==> src/hw/rtl/top_k_largest_select_macros.svh <==
// ----------------------------------------------------------------------------
// Top-k select assertion macros
// Shorthand for clocked properties checked against clk, muted during reset.
// ----------------------------------------------------------------------------
`ifndef TOP_K_LARGEST_SELECT_MACROS_SVH
`define TOP_K_LARGEST_SELECT_MACROS_SVH

// Same-cycle implication.
`define TKS_ASSERT_IMPL(lbl, ante, cons, msg) \
	lbl: assert property (@(posedge clk) disable iff (!arst_n) (ante) |-> (cons)) \
		else $error(msg);

// Next-cycle implication.
`define TKS_ASSERT_NEXT(lbl, ante, cons, msg) \
	lbl: assert property (@(posedge clk) disable iff (!arst_n) (ante) |=> (cons)) \
		else $error(msg);

`endif

==> src/hw/rtl/tks_pkg.sv <==
// ----------------------------------------------------------------------------
// Top-k select package
// Shared widths, reset value, controller states and the result word type.
// ----------------------------------------------------------------------------
`default_nettype none

package tks_pkg;

	localparam int DATA_W = 32;
	localparam int KEEP_W = 5;
	localparam logic [KEEP_W-1:0] KEEP_RESET = 5'd5;

	typedef enum logic [3:0] {
		ST_IDLE,
		ST_UP,
		ST_UP_CMP,
		ST_RT_RD,
		ST_RT_CMP,
		ST_DN,
		ST_DN_L,
		ST_DN_R,
		ST_EX_SETUP,
		ST_EX_RD,
		ST_EX_ROOT,
		ST_EX_EMIT,
		ST_EX_LAST,
		ST_EX_LOAD
	} tks_state_t;

	// One result word handed from the heap controller to the output register.
	typedef struct packed {
		logic                     valid;
		logic signed [DATA_W-1:0] value;
		logic                     last_flag;
	} tks_word_t;

endpackage

`default_nettype wire

==> src/hw/rtl/top_k_largest_select.sv <==
// ----------------------------------------------------------------------------
// Top-k largest select
// Keeps the largest values of each set in a RAM min-heap and reports them
// smallest first when the set ends.
// ----------------------------------------------------------------------------
//
//  Port group   Dir  Bits  Contents (low bit first)
//  s_*          in   32+1  tdata: sample_value; tlast: set_end
//  m_*          out  32+1  tdata: kept_value; tlast: final_result
//  cfg_*        in   5     keep_count, written when cfg_we is high
//
//  One value at a time: one that does not beat the heap minimum is compared
//  with the root and dropped; an appended one climbs level by level; one that
//  displaces the minimum sinks level by level, the heap RAM's single read port
//  setting the pace. At set end, after a setup step, each held value is read
//  from the root and reported, and the last entry is reloaded and sunk.
//  Reset empties the heap count and sets keep_count to 5; the RAM is not
//  cleared. A stalled m_tready holds the drain, and s_tready stays low.
//
`default_nettype none

`include "top_k_largest_select_macros.svh"

module top_k_largest_select #(
	parameter int MAX_KEEP = 16
) (
	input  wire logic                              clk,
	input  wire logic                              arst_n,
	// sample_value
	input  wire logic signed [tks_pkg::DATA_W-1:0] s_tdata,
	input  wire logic                              s_tvalid,
	output logic                                   s_tready,
	// set_end
	input  wire logic                              s_tlast,
	// kept_value
	output logic signed [tks_pkg::DATA_W-1:0]      m_tdata,
	output logic                                   m_tvalid,
	input  wire logic                              m_tready,
	// final_result
	output logic                                   m_tlast,
	input  wire logic                              cfg_we,
	input  wire logic [tks_pkg::KEEP_W-1:0]        cfg_wdata
);

	logic [tks_pkg::KEEP_W-1:0] keep_count_q;
	tks_pkg::tks_word_t         push;
	logic                       out_free;

	// Keep count register: hold until rewritten.
	always_ff @(posedge clk or negedge arst_n) begin
		if (!arst_n) begin
			keep_count_q <= tks_pkg::KEEP_RESET;
		end else if (cfg_we) begin
			keep_count_q <= cfg_wdata;
		end
	end

	// Heap engine: owns the value RAM and the held count.
	tks_heap_ctrl #(
		.MAX_KEEP (MAX_KEEP)
	) u_heap_ctrl (
		.clk        (clk),
		.arst_n     (arst_n),
		.keep_count (keep_count_q),
		.s_tvalid   (s_tvalid),
		.s_tready   (s_tready),
		.s_tdata    (s_tdata),
		.s_tlast    (s_tlast),
		.out_free   (out_free),
		.push       (push)
	);

	// Output word register: parts the drain from the downstream stall.
	tks_out_reg u_out_reg (
		.clk      (clk),
		.arst_n   (arst_n),
		.push     (push),
		.free     (out_free),
		.m_tvalid (m_tvalid),
		.m_tready (m_tready),
		.m_tdata  (m_tdata),
		.m_tlast  (m_tlast)
	);

	`TKS_ASSERT_IMPL(a_push_free, push.valid, out_free, "result pushed into a busy slot")
	`TKS_ASSERT_IMPL(a_push_busy, push.valid, !s_tready, "result pushed while idle")
	`TKS_ASSERT_NEXT(a_one_item, s_tvalid && s_tready, !s_tready, "second word taken early")

endmodule

`default_nettype wire

==> src/hw/rtl/tks_ram.sv <==
// ----------------------------------------------------------------------------
// Generic RAM
// One write port, one read port, read data registered.
// ----------------------------------------------------------------------------
`default_nettype none

module tks_ram #(
	parameter int WIDTH = 32,
	parameter int DEPTH = 16
) (
	input  wire logic                                  clk,
	input  wire logic                                  we,
	input  wire logic [(DEPTH > 1 ? $clog2(DEPTH) : 1)-1:0] waddr,
	input  wire logic [WIDTH-1:0]                      wdata,
	input  wire logic                                  re,
	input  wire logic [(DEPTH > 1 ? $clog2(DEPTH) : 1)-1:0] raddr,
	output logic      [WIDTH-1:0]                      rdata
);

	logic [WIDTH-1:0] mem [DEPTH];

	always_ff @(posedge clk) begin
		if (we) begin
			mem[waddr] <= wdata;
		end
		if (re) begin
			rdata <= mem[raddr];
		end
	end

endmodule

`default_nettype wire

==> src/hw/rtl/tks_out_reg.sv <==
// ----------------------------------------------------------------------------
// Top-k select output register
// Holds one result word until the downstream side takes it.
// ----------------------------------------------------------------------------
`default_nettype none

module tks_out_reg (
	input  wire logic                              clk,
	input  wire logic                              arst_n,
	input  wire tks_pkg::tks_word_t                push,
	output logic                                   free,
	output logic                                   m_tvalid,
	input  wire logic                              m_tready,
	output logic signed [tks_pkg::DATA_W-1:0]      m_tdata,
	output logic                                   m_tlast
);

	logic                              valid_q;
	logic signed [tks_pkg::DATA_W-1:0] data_q;
	logic                              last_q;

	// Slot may be refilled in the cycle its word leaves.
	assign free = !valid_q || m_tready;

	always_ff @(posedge clk or negedge arst_n) begin
		if (!arst_n) begin
			valid_q <= 1'b0;
		end else if (push.valid) begin
			valid_q <= 1'b1;
		end else if (m_tready) begin
			valid_q <= 1'b0;
		end
	end

	always_ff @(posedge clk) begin
		if (push.valid) begin
			data_q <= push.value;
			last_q <= push.last_flag;
		end
	end

	assign m_tvalid = valid_q;
	assign m_tdata  = data_q;
	assign m_tlast  = last_q;

endmodule

`default_nettype wire

==> src/hw/rtl/tks_heap_ctrl.sv <==
// ----------------------------------------------------------------------------
// Top-k select heap controller
// Min-heap kept in RAM: append with sift-up, replace root with sift-down,
// drain by repeated root extraction at set end.
// ----------------------------------------------------------------------------
`default_nettype none

module tks_heap_ctrl #(
	parameter int MAX_KEEP = 16
) (
	input  wire logic                              clk,
	input  wire logic                              arst_n,
	input  wire logic [tks_pkg::KEEP_W-1:0]        keep_count,
	input  wire logic                              s_tvalid,
	output logic                                   s_tready,
	input  wire logic signed [tks_pkg::DATA_W-1:0] s_tdata,
	input  wire logic                              s_tlast,
	input  wire logic                              out_free,
	output tks_pkg::tks_word_t                     push
);

	localparam int CW = $clog2(MAX_KEEP + 1);
	localparam int AW = (MAX_KEEP > 1) ? $clog2(MAX_KEEP) : 1;
	localparam int IW = CW + 1;

	tks_pkg::tks_state_t state_q, state_d, done_state;

	logic [CW-1:0]                     cnt_q, cnt_d;
	logic [CW-1:0]                     drop_q, drop_d;
	logic                              extr_q, extr_d;
	logic                              last_q, last_d;
	logic [AW-1:0]                     pos_q, pos_d;
	logic signed [tks_pkg::DATA_W-1:0] val_q, val_d;
	logic signed [tks_pkg::DATA_W-1:0] lv_q, lv_d;
	logic signed [tks_pkg::DATA_W-1:0] root_q, root_d;

	logic                              ram_we, ram_re;
	logic [AW-1:0]                     ram_waddr, ram_raddr;
	logic signed [tks_pkg::DATA_W-1:0] ram_wdata, ram_rdata;

	logic [CW-1:0]                     k_eff;
	logic [AW-1:0]                     parent_a;
	logic [IW-1:0]                     l_w, r_w;
	logic                              r_smaller;
	logic [AW-1:0]                     c_a;
	logic signed [tks_pkg::DATA_W-1:0] c_v;

	tks_ram #(
		.WIDTH (tks_pkg::DATA_W),
		.DEPTH (MAX_KEEP)
	) u_heap_ram (
		.clk   (clk),
		.we    (ram_we),
		.waddr (ram_waddr),
		.wdata (ram_wdata),
		.re    (ram_re),
		.raddr (ram_raddr),
		.rdata (ram_rdata)
	);

	// Clamp the requested count into one to MAX_KEEP.
	always_comb begin
		if (keep_count == '0) begin
			k_eff = CW'(1);
		end else if (int'(keep_count) > MAX_KEEP) begin
			k_eff = CW'(MAX_KEEP);
		end else begin
			k_eff = CW'(keep_count);
		end
	end

	assign parent_a  = AW'((pos_q - AW'(1)) >> 1);
	assign l_w       = IW'({pos_q, 1'b1});
	assign r_w       = l_w + IW'(1);
	assign r_smaller = ram_rdata < lv_q;
	assign c_a       = r_smaller ? r_w[AW-1:0] : l_w[AW-1:0];
	assign c_v       = r_smaller ? ram_rdata : lv_q;

	always_comb begin
		if (extr_q) begin
			done_state = tks_pkg::ST_EX_RD;
		end else if (last_q) begin
			done_state = tks_pkg::ST_EX_SETUP;
		end else begin
			done_state = tks_pkg::ST_IDLE;
		end
	end

	always_comb begin
		state_d   = state_q;
		cnt_d     = cnt_q;
		drop_d    = drop_q;
		extr_d    = extr_q;
		last_d    = last_q;
		pos_d     = pos_q;
		val_d     = val_q;
		lv_d      = lv_q;
		root_d    = root_q;
		ram_we    = 1'b0;
		ram_waddr = pos_q;
		ram_wdata = val_q;
		ram_re    = 1'b0;
		ram_raddr = '0;
		s_tready  = 1'b0;
		push      = '0;
		case (state_q)
			tks_pkg::ST_IDLE: begin
				s_tready = 1'b1;
				if (s_tvalid) begin
					val_d  = s_tdata;
					last_d = s_tlast;
					if (cnt_q < k_eff) begin
						pos_d   = cnt_q[AW-1:0];
						cnt_d   = cnt_q + CW'(1);
						state_d = tks_pkg::ST_UP;
					end else begin
						state_d = tks_pkg::ST_RT_RD;
					end
				end
			end
			tks_pkg::ST_UP: begin
				if (pos_q == '0) begin
					ram_we  = 1'b1;
					state_d = done_state;
				end else begin
					ram_re    = 1'b1;
					ram_raddr = parent_a;
					state_d   = tks_pkg::ST_UP_CMP;
				end
			end
			tks_pkg::ST_UP_CMP: begin
				ram_we = 1'b1;
				if (ram_rdata > val_q) begin
					ram_wdata = ram_rdata;
					pos_d     = parent_a;
					state_d   = tks_pkg::ST_UP;
				end else begin
					state_d = done_state;
				end
			end
			tks_pkg::ST_RT_RD: begin
				ram_re  = 1'b1;
				state_d = tks_pkg::ST_RT_CMP;
			end
			tks_pkg::ST_RT_CMP: begin
				if (val_q > ram_rdata) begin
					pos_d   = '0;
					state_d = tks_pkg::ST_DN;
				end else begin
					state_d = done_state;
				end
			end
			tks_pkg::ST_DN: begin
				if (l_w >= IW'(cnt_q)) begin
					ram_we  = 1'b1;
					state_d = done_state;
				end else begin
					ram_re    = 1'b1;
					ram_raddr = l_w[AW-1:0];
					state_d   = tks_pkg::ST_DN_L;
				end
			end
			tks_pkg::ST_DN_L: begin
				lv_d = ram_rdata;
				if (r_w < IW'(cnt_q)) begin
					ram_re    = 1'b1;
					ram_raddr = r_w[AW-1:0];
					state_d   = tks_pkg::ST_DN_R;
				end else if (ram_rdata < val_q) begin
					ram_we    = 1'b1;
					ram_wdata = ram_rdata;
					pos_d     = l_w[AW-1:0];
					state_d   = tks_pkg::ST_DN;
				end else begin
					ram_we  = 1'b1;
					state_d = done_state;
				end
			end
			tks_pkg::ST_DN_R: begin
				ram_we = 1'b1;
				if (c_v < val_q) begin
					ram_wdata = c_v;
					pos_d     = c_a;
					state_d   = tks_pkg::ST_DN;
				end else begin
					state_d = done_state;
				end
			end
			tks_pkg::ST_EX_SETUP: begin
				// Surplus entries left by a lowered count are drained unseen.
				drop_d  = (cnt_q > k_eff) ? cnt_q - k_eff : '0;
				extr_d  = 1'b1;
				state_d = tks_pkg::ST_EX_RD;
			end
			tks_pkg::ST_EX_RD: begin
				ram_re  = 1'b1;
				state_d = tks_pkg::ST_EX_ROOT;
			end
			tks_pkg::ST_EX_ROOT: begin
				root_d  = ram_rdata;
				state_d = tks_pkg::ST_EX_EMIT;
			end
			tks_pkg::ST_EX_EMIT: begin
				if (drop_q != '0) begin
					drop_d  = drop_q - CW'(1);
					state_d = tks_pkg::ST_EX_LAST;
				end else if (out_free) begin
					push.valid     = 1'b1;
					push.value     = root_q;
					push.last_flag = (cnt_q == CW'(1));
					state_d        = tks_pkg::ST_EX_LAST;
				end
			end
			tks_pkg::ST_EX_LAST: begin
				cnt_d = cnt_q - CW'(1);
				if (cnt_q == CW'(1)) begin
					extr_d  = 1'b0;
					state_d = tks_pkg::ST_IDLE;
				end else begin
					ram_re    = 1'b1;
					ram_raddr = AW'(cnt_q - CW'(1));
					state_d   = tks_pkg::ST_EX_LOAD;
				end
			end
			tks_pkg::ST_EX_LOAD: begin
				val_d   = ram_rdata;
				pos_d   = '0;
				state_d = tks_pkg::ST_DN;
			end
			default: begin
				state_d = tks_pkg::ST_IDLE;
			end
		endcase
	end

	always_ff @(posedge clk or negedge arst_n) begin
		if (!arst_n) begin
			state_q <= tks_pkg::ST_IDLE;
			cnt_q   <= '0;
			drop_q  <= '0;
			extr_q  <= 1'b0;
			last_q  <= 1'b0;
		end else begin
			state_q <= state_d;
			cnt_q   <= cnt_d;
			drop_q  <= drop_d;
			extr_q  <= extr_d;
			last_q  <= last_d;
		end
	end

	always_ff @(posedge clk) begin
		pos_q  <= pos_d;
		val_q  <= val_d;
		lv_q   <= lv_d;
		root_q <= root_d;
	end

endmodule

`default_nettype wire

==> config.mk <==
export PLATFORM = sky130hd
export DESIGN_NAME = top_k_largest_select
export DESIGN_NICKNAME = d
export VERILOG_FILES = /design/src/hw/rtl/tks_pkg.sv /design/src/hw/rtl/top_k_largest_select.sv /design/src/hw/rtl/tks_ram.sv /design/src/hw/rtl/tks_out_reg.sv /design/src/hw/rtl/tks_heap_ctrl.sv
export VERILOG_INCLUDE_DIRS = /design/src /design/src/hw/rtl
export SDC_FILE = /design/constraint.sdc
export NUM_CORES = 1
export LEC_CHECK = 0
export BUFFER_PORTS_ARGS = -buffer_cell sky130_fd_sc_hd__buf_2
export CAP_MARGIN = 20
export CORE_ASPECT_RATIO = 0.7
export CORE_UTILIZATION = 35
export CTS_CLUSTER_DIAMETER = 60
export DETAILED_ROUTE_END_ITERATION = 12
export REMOVE_ABC_BUFFERS = 1
export SETUP_SLACK_MARGIN = 0.2
export SLEW_MARGIN = 20
export SYNTH_ARGS = -nofsm -noshare
export SYNTH_HDL_FRONTEND = slang
export SYNTH_SLANG_ARGS = --single-unit
==> constraint.sdc <==
create_clock -name clk -period 5.7 [get_ports clk]
set_input_delay 1.14 -clock clk [delete_from_list [all_inputs] [get_ports clk]]
set_output_delay 1.14 -clock clk [all_outputs]
set_load 0.02 [all_outputs]
* Word level (Yosys, flattened, before mapping)
Memory sizes are Yosys's and may differ from the RTL's. A register that Yosys moved wholly into a read port is not among the register bits.
Index checks and enable logic that the tools add are counted.
** Word-level totals
- Memory bits (writable) :: 512
- Input port bits :: 43
- Register bits after elaboration :: 155
- Logic and storage cells :: 142
- Memories :: 1
- Output and inout bits :: 35
** Memories
- u_heap_ctrl.u_heap_ram.mem :: depth 16, width 32, rd ports 1, clocked after memory_dff 1, wr ports 1, RTL line tks_ram.sv:20 : logic [WIDTH-1:0] mem [DEPTH];
** Cells by class
- Eq/ne operators :: 24
- Reductions and logical operators :: 22
- Bitwise gates (word level) :: 2
- Add/sub/neg operators :: 6
- Magnitude comparators :: 10
- Mux-type cells :: 64
** Operators with widths (count)
- 32-bit two-way mux :: 6
- 34-bit two-way mux :: 3
- 32-bit < comparator :: 3
- 4-bit two-way mux :: 24
- 32-bit one-hot mux with 3 select lines :: 1
- 32-bit greater-than comparator :: 2
- 32-bit one-hot mux with 2 select lines :: 1
- 4-bit one-hot mux with 14 select lines :: 1
- 5-bit two-way mux :: 6
- 4-bit == test (second input constant) :: 6
- 4-bit one-hot mux with 6 select lines :: 1
- 5-bit one-hot mux with 2 select lines :: 2
- 4-bit by 3-bit == test with 1-bit output (second input constant) :: 4
- 4-bit one-hot mux with 4 select lines :: 1
- 2-bit by 1-bit inequality test with 1-bit output (second input constant) :: 7
- 1-bit two-way mux :: 13
- 2-bit AND reduction :: 5
- 2-bit nonzero test :: 5
- 5-bit by 1-bit subtractor with 5-bit output (second input constant) :: 2
- 4-bit by 2-bit == test with 1-bit output (second input constant) :: 2
- 4-bit logical NOT :: 2
- 8-bit AND reduction :: 1
- 5-bit by 1-bit adder with 6-bit output (second input constant) :: 1
- 6-bit by 5-bit < comparator with 1-bit output :: 1
- 25 further kinds :: 28

* Depth between registers and ports, before layout
- Depth in word-level cells :: 7
- Mapped depth :: 23
- Depth with buffers taken out :: 20

* Cells and area by module
Synthesis repeated with hierarchy kept, for this count alone.
** Unflattened totals
- Cells, all modules :: 1821
- Area total of the unflattened synthesis :: 30229.0 um^2
** Modules (own cells, without submodules)
- tks_ram :: seq. area each 16335.7 um^2, area each 20155.6 um^2, cells each 838, instances 1
- tks_heap_ctrl :: seq. area each 3403.3 um^2, area each 8851.0 um^2, cells each 937, instances 1
- tks_out_reg :: seq. area each 1016.0 um^2, area each 1038.5 um^2, cells each 36, instances 1
- top_k_largest_select :: seq. area each 127.6 um^2, area each 183.9 um^2, cells each 10, instances 1

* Worst setup path after synthesis
Ideal clock, no wire load.
- Kind :: reg-to-reg
- Start point :: register u_heap_ctrl.u_heap_ram.rdata[25] (read register of u_heap_ctrl.u_heap_ram.mem)
- End point :: register u_heap_ctrl.pos_q[0] (enable)
- Arrival time :: 4781 ps
- Cell stages (with the launch flop) :: 21
- Setup slack :: 543 ps
- Period minus slack after synthesis :: 5157 ps
- Buffers on the path :: 2
- Setup time :: 377 ps
- Required time :: 5323 ps
- Cells stage by stage :: edfxtp_1 -> ha_1 -> a21o_1 -> a221o_1 -> a211oi_2 -> o22ai_1 -> a211oi_4 -> clkbuf_1 -> clkbuf_1 -> nand2_1 -> o21ai_0 -> ha_1 -> a21o_1 -> a21oi_1 -> o31a_1 -> o211ai_1 -> o21ai_0 -> mux2i_1 -> o31ai_4 -> o21ai_0 -> nor4_1
** Between the ends
- Word-level cells in the longest chain between the ends :: 5
- Elaborated cells between the ends (all ways) :: 11
- Those cells by class :: order compare: 5; eq/ne: 4; mux: 1; reduce/logical: 1
** Ends and longest elaborated chain
- from (decl) :: RTL line tks_ram.sv:17 : output logic [WIDTH-1:0] rdata
- 32-bit < comparator :: RTL line tks_heap_ctrl.sv:75 : assign r_smaller = ram_rdata < lv_q;
- 32-bit two-way mux :: RTL line tks_heap_ctrl.sv:77 : assign c_v = r_smaller ? ram_rdata : lv_q;
- 32-bit < comparator :: RTL line tks_heap_ctrl.sv:181 : if (c_v < val_q) begin
- 2-bit by 1-bit inequality test with 1-bit output (no line)
- 8-bit AND reduction (no line) (*)
- to (signal assigned) :: RTL line tks_heap_ctrl.sv:253 : pos_q <= pos_d;
- to (decl) :: RTL line tks_heap_ctrl.sv:32 : logic [AW-1:0] pos_q, pos_d;
Mark *: on every way between the ends. The rest lies on a longest branch, timed or not.
A chain may end at the register's enable or synchronous reset.

* Final worst setup path
- Start point :: register u_heap_ctrl.u_heap_ram.rdata[25] (read register of u_heap_ctrl.u_heap_ram.mem)
- End point :: memory u_heap_ctrl.u_heap_ram.mem[10][28] (data pin)
** Between the ends
- Word-level cells in the longest chain between the ends :: 5
- Elaborated cells between the ends (all ways) :: 10
- Those cells by class :: order compare: 4; mux: 6
** Ends and longest elaborated chain
- 32-bit < comparator :: RTL line tks_heap_ctrl.sv:75
- 32-bit two-way mux :: RTL line tks_heap_ctrl.sv:77
- 32-bit < comparator :: RTL line tks_heap_ctrl.sv:181
- 32-bit two-way mux :: RTL line tks_heap_ctrl.sv:181
- 32-bit one-hot mux with 3 select lines (*) :: RTL line tks_heap_ctrl.sv:106 : case (state_q)
- named net u_heap_ctrl.ram_wdata (one bit) :: RTL line tks_heap_ctrl.sv:39 : logic signed [tks_pkg::DATA_W-1:0] ram_wdata, ram_rdata;
- to (decl) :: RTL line tks_ram.sv:20
Mark *: on every way through the listed nets, which the timed path passes. The rest lies on a longest branch.

==> results summary <==
The run finished with clean final reports. Synthesis instantiated 67 different standard cells from the library. The number of iterations in the first detailed-routing pass is 6. The via count of the first global-routing pass is 19200.

The share of the cycle needed by the critical path after routing came out at between 90% and 100%. The relative contribution of the clock network to total power is 22.5%. The final count of negative-setup-slack endpoints came out at 0. In this run the clock root is driven by a sky130_fd_sc_hd__clkbuf_16. By area the synthesized netlist is led by sky130_fd_sc_hd__edfxtp_1 (65%), sky130_fd_sc_hd__ha_1 (4.7%), sky130_fd_sc_hd__nand2_1 (3.3%). Traced cell by cell, the critical path runs through ha_1 -> a21o_1 -> a221o_1 -> a211oi_2 -> o22ai_1 -> a211oi_4 -> buf_6 -> buf_12 -> nand2_4 -> o21ai_2 -> ha_1 -> a211oi_2 -> o21ai_1 -> nand4_1 -> a31oi_1 -> buf_4 -> o21ai_2 -> mux2i_1 -> buf_4 -> o31ai_4 -> o21ai_4 -> buf_8 -> a221o_4. The pin count of the biggest net entering global routing is about 140.

The standard cell core area came out at slightly below 0.09 sq mm. The setup path with the least slack is of type register to register. The synthesized area is 0.0312 sq mm. The effective utilization at floorplan came out at between 30% and 40%. The area share of the largest cell type after synthesis came out at approximately two thirds. The worst hold slack came out at about 480 ps. The quantity of hold-fixing buffers added after cts came out at 0. The number of antenna violations at the first check in global routing came to 2. In the synthesized netlist the dominant register cell turns out to be sky130_fd_sc_hd__edfxtp_1. In this run, synthesis produced a sequential element count of approximately 700. The violation count after the first detailed-route iteration is around 2600. The worst clock skew is approximately 25 ps. The HPWL after detailed placement is between 50000 and 60000 um. Along the worst path, the maximum fanout reaches 16. In this run the mean area of a mapped cell was 13.8 sq um. The global placer's final weighted congestion is ~0.9.

The count of yosys warnings during synthesis came out at 0. Setup repair after global routing could not meet its margin everywhere. The global-route wire length before repair came out at between 100000 and 150000 um.

The max capacitance violation total is 0. The switching share of total power is between 30 and 40%. The routed wirelength normalized by instance count came out at around 25 um. The worst endpoint required time is between 6000 and 7000 ps. The DRC violation count after routing came out at 0. The net switching power figure came out at around 0.0076 W. For this block, the routed nets add up to 90800 um of wire. The kind of launch point of the worst setup path is a register. TritonCTS built the clock tree. The slowest cell on the critical path is sky130_fd_sc_hd__a221o_4.

Of the cells placed in the final design, the portion with a size suffix greater than 1 is 20.3%. The internal power of the cells totals roughly 0.013 W. The vertical die dimension came out at 252 um. The arrival time reported for the critical path endpoint came out at roughly 5700 ps.

The share of flip-flops with an asynchronous set or reset after synthesis came out at around 3.1%. The transition time of the tightest slew-check pin is about 1300 ps. The later-pin clock latency in the skew report came out at between 600 and 700 ps.

The number of slew-limit violations in the final report is 0. The number of instances in the synthesized netlist is between 2000 and 2500. The final core utilization is approximately two fifths. The setup slack after placement is -108 ps. The highest clock rate is roughly 0.19 GHz. The relative area change from synthesis to final layout is 18.4%.

The fraction of power consumed by combinational cells is approximately 42%. The clock buffer count from CTS is 70. The detail route stage leaves a number of antenna-violating nets equal to 0. The H-tree depth is 3. The via count of the routed design is between 20000 and 25000. The number of top-level pins is 78. The top cell types in the final layout, fill and taps aside, are sky130_fd_sc_hd__edfxtp_1 (677), sky130_fd_sc_hd__nand2_1 (272), sky130_fd_sc_hd__ha_1 (108), sky130_fd_sc_hd__a211oi_1 (99), sky130_fd_sc_hd__buf_4 (96).

The via count normalized by instance count came out at roughly 5.6. CTS saw 699 sinks. Sequential cells were found to cover around 67% of the synthesized design area.

The family of cells with the greatest summed delay on the critical path is compound AO/OA/AOI/OAI gates. The all-layer global routing usage came out at 18.9%. No sink is reached through more buffers than the 3 on the longest clock path. The floorplan has just over 90 rows. The maximum VDD drop came out at between 300 and 400 uV. STA classifies the critical path endpoint as a register. The number of port buffers came out at 77. The area of the die is 0.0903 sq mm. The relative contribution of sequential cells to total power came out at between 30% and 40%. The total overflow left after global routing is 0. The leakage component of the power came out at between 10 and 15 nW. The headroom to the max-slew limit came out at roughly 11%. The number of flops mapped to enable cells by yosys came out at 677. The critical path contains buffers and inverters numbering 5 combined.

Leaving out fill and tap cells, the most frequent cell in the layout is sky130_fd_sc_hd__edfxtp_1. Counting I/O delays and the setup requirement, the final critical path takes 5390 ps. The final number of hold-violating endpoints is 0. After clock tree synthesis, the clock-pin slew on the worst setup and hold paths is 70 ps. The class of the most critical hold timing path is input port to asynchronous set/reset pin. The total negative slack for setup checks came out at 0 ps. The minimum setup slack in the final design came out at ~310 ps. The worst register-to-register path begins at u_heap_ctrl.u_heap_ram.rdata[25]$_DFFE_PP_.

The net count reported at finish came out at between 2000 and 3000. The startpoint of the most critical setup path is u_heap_ctrl.u_heap_ram.rdata[25]$_DFFE_PP_. The dominant cell type by area after synthesis is sky130_fd_sc_hd__edfxtp_1. After filler insertion, the fill cell instance count of the layout stands at ~8000. The floorplan step set the die width to between 300 and 400 um. The worst stage delay on the critical path is between 500 and 600 ps.

The areal power density over the cells came out at 552 mW/mm^2.
path summary, 6_finish.rpt:
path	to	slack, ps	cells after the start
worst max-delay path	u_heap_ctrl.u_heap_ram.mem[10][28]$_DFFE_PP_	310	23
worst min-delay path	u_out_reg.m_tvalid$_DFFE_PN0P_	480	1
worst max register to register	u_heap_ctrl.u_heap_ram.mem[10][28]$_DFFE_PP_	310	23
worst min register to register	u_heap_ctrl.state_q[3]$_DFFE_PN0P_	520	2
max in group asynchronous	keep_count_q[2]$_DFFE_PN1P_	4850	1
min in group clk	u_heap_ctrl.state_q[3]$_DFFE_PN0P_	520	2
per-stage QoR:
step                total power (W)  area [sq um]  cells
CTS                          0.0194         35900   3609
global placement             0.0145         33500   3472
global route                 0.0213         36900   3644
detailed placement           0.0146         33500   3473
finish                       0.0204         36900   3645
floorplan                    0.0118         30700   2140
worst reg2reg max path: cells and delay by family, from the launching register on:
| kind | cells | cell delay (ps) |
|---|---|---|
| DFF | 1 | 400 |
| AOI/OAI and AO/OA | 13 | 2850 |
| adders and majority gates | 2 | 600 |
| muxes | 1 | 80 |
| buffers and inverters | 5 | 870 |
| and+or+nand+nor | 2 | 280 |
state kept, by name, indices dropped and copies added, names as in the netlist, 4 cells and up:
name / cells
u_heap_ctrl.val_q: 32
u_heap_ctrl.drop_q: 5
keep_count_q: 5
u_heap_ctrl.pos_q: 4
u_heap_ctrl.u_heap_ram.rdata: 32
u_out_reg.m_tdata: 32
u_heap_ctrl.cnt_q: 5
u_heap_ctrl.root_q: 32
u_heap_ctrl.lv_q: 32
u_heap_ctrl.u_heap_ram.mem: 512
u_heap_ctrl.state_q: 4
cell families (layout without fill, tap and decap cells):
family / count (synthesis) / count (layout) / synth area share [%]
buf+inv: 208 / 411 / 2.64
simple gates: 639 / 639 / 10.0
flops: 699 / 699 / 67.0
mux: 134 / 134 / 4.58
compound gates: 450 / 465 / 10.5
xor+xnor: 16 / 16 / 0.450
other cells: 0 / 1 / 0
fa+ha+maj: 118 / 118 / 4.76
routing by layer:
layer	vias to the layer above	GRT usage, %	routed length (um)
met1	10400	27.8	40600
met5	-	0	0
met3	130	3.49	7980
met2	948	28.6	40300
met4	0	4.96	1880
li1	9100	-	-
final cells by class:
| cell class | count | area [sq um] | area share [%] |
|---|---|---|---|
| Tap cell | 1162 | 1450 | 3.94 |
| Multi-Input combinational cell | 1372 | 10400 | 28.2 |
| Sequential cell | 699 | 20900 | 56.6 |
| Inverter | 84 | 315 | 0.855 |
| Clock inverter | 38 | 335 | 0.909 |
| Timing Repair Buffer | 198 | 1590 | 4.31 |
| Clock buffer | 91 | 1920 | 5.19 |
| Antenna cell | 1 | 2.50 | 0.00678 |
power groups by stage:
stage / logic (W) / registers, W / clock network, W
2_1_floorplan: 0.00443 / 0.00737 / 0
3_3_place_gp: 0.00712 / 0.00738 / 0
3_5_place_dp: 0.00723 / 0.00739 / 0
4_1_cts: 0.00741 / 0.00728 / 0.00466
5_1_grt: 0.00907 / 0.00736 / 0.00486
6_report: 0.00845 / 0.00732 / 0.00459
cell usage after synthesis (19+ instances only):
cell type,count
sky130_fd_sc_hd__ha_1,117
sky130_fd_sc_hd__edfxtp_1,677
sky130_fd_sc_hd__a21oi_1,47
sky130_fd_sc_hd__nand4_1,21
sky130_fd_sc_hd__a221o_1,64
sky130_fd_sc_hd__and2_1,87
sky130_fd_sc_hd__a211oi_1,101
sky130_fd_sc_hd__o32ai_1,33
sky130_fd_sc_hd__dfrtp_1,20
sky130_fd_sc_hd__mux2_2,68
sky130_fd_sc_hd__nor3_1,20
sky130_fd_sc_hd__a31oi_1,69
sky130_fd_sc_hd__nand2_1,278
sky130_fd_sc_hd__clkbuf_1,100
sky130_fd_sc_hd__nand3_1,19
sky130_fd_sc_hd__o21ai_0,63
sky130_fd_sc_hd__and3_1,97
sky130_fd_sc_hd__mux2i_1,66
sky130_fd_sc_hd__nor2_1,59
sky130_fd_sc_hd__inv_1,83
repair_timing:
item,CTS,global route
gates resized for setup,30,129
pin swaps,3,36
cloned,1,23
setup endpoints to repair,501,504
buffers inserted,6,12
Note: power is estimated with default switching activity, not from simulation.
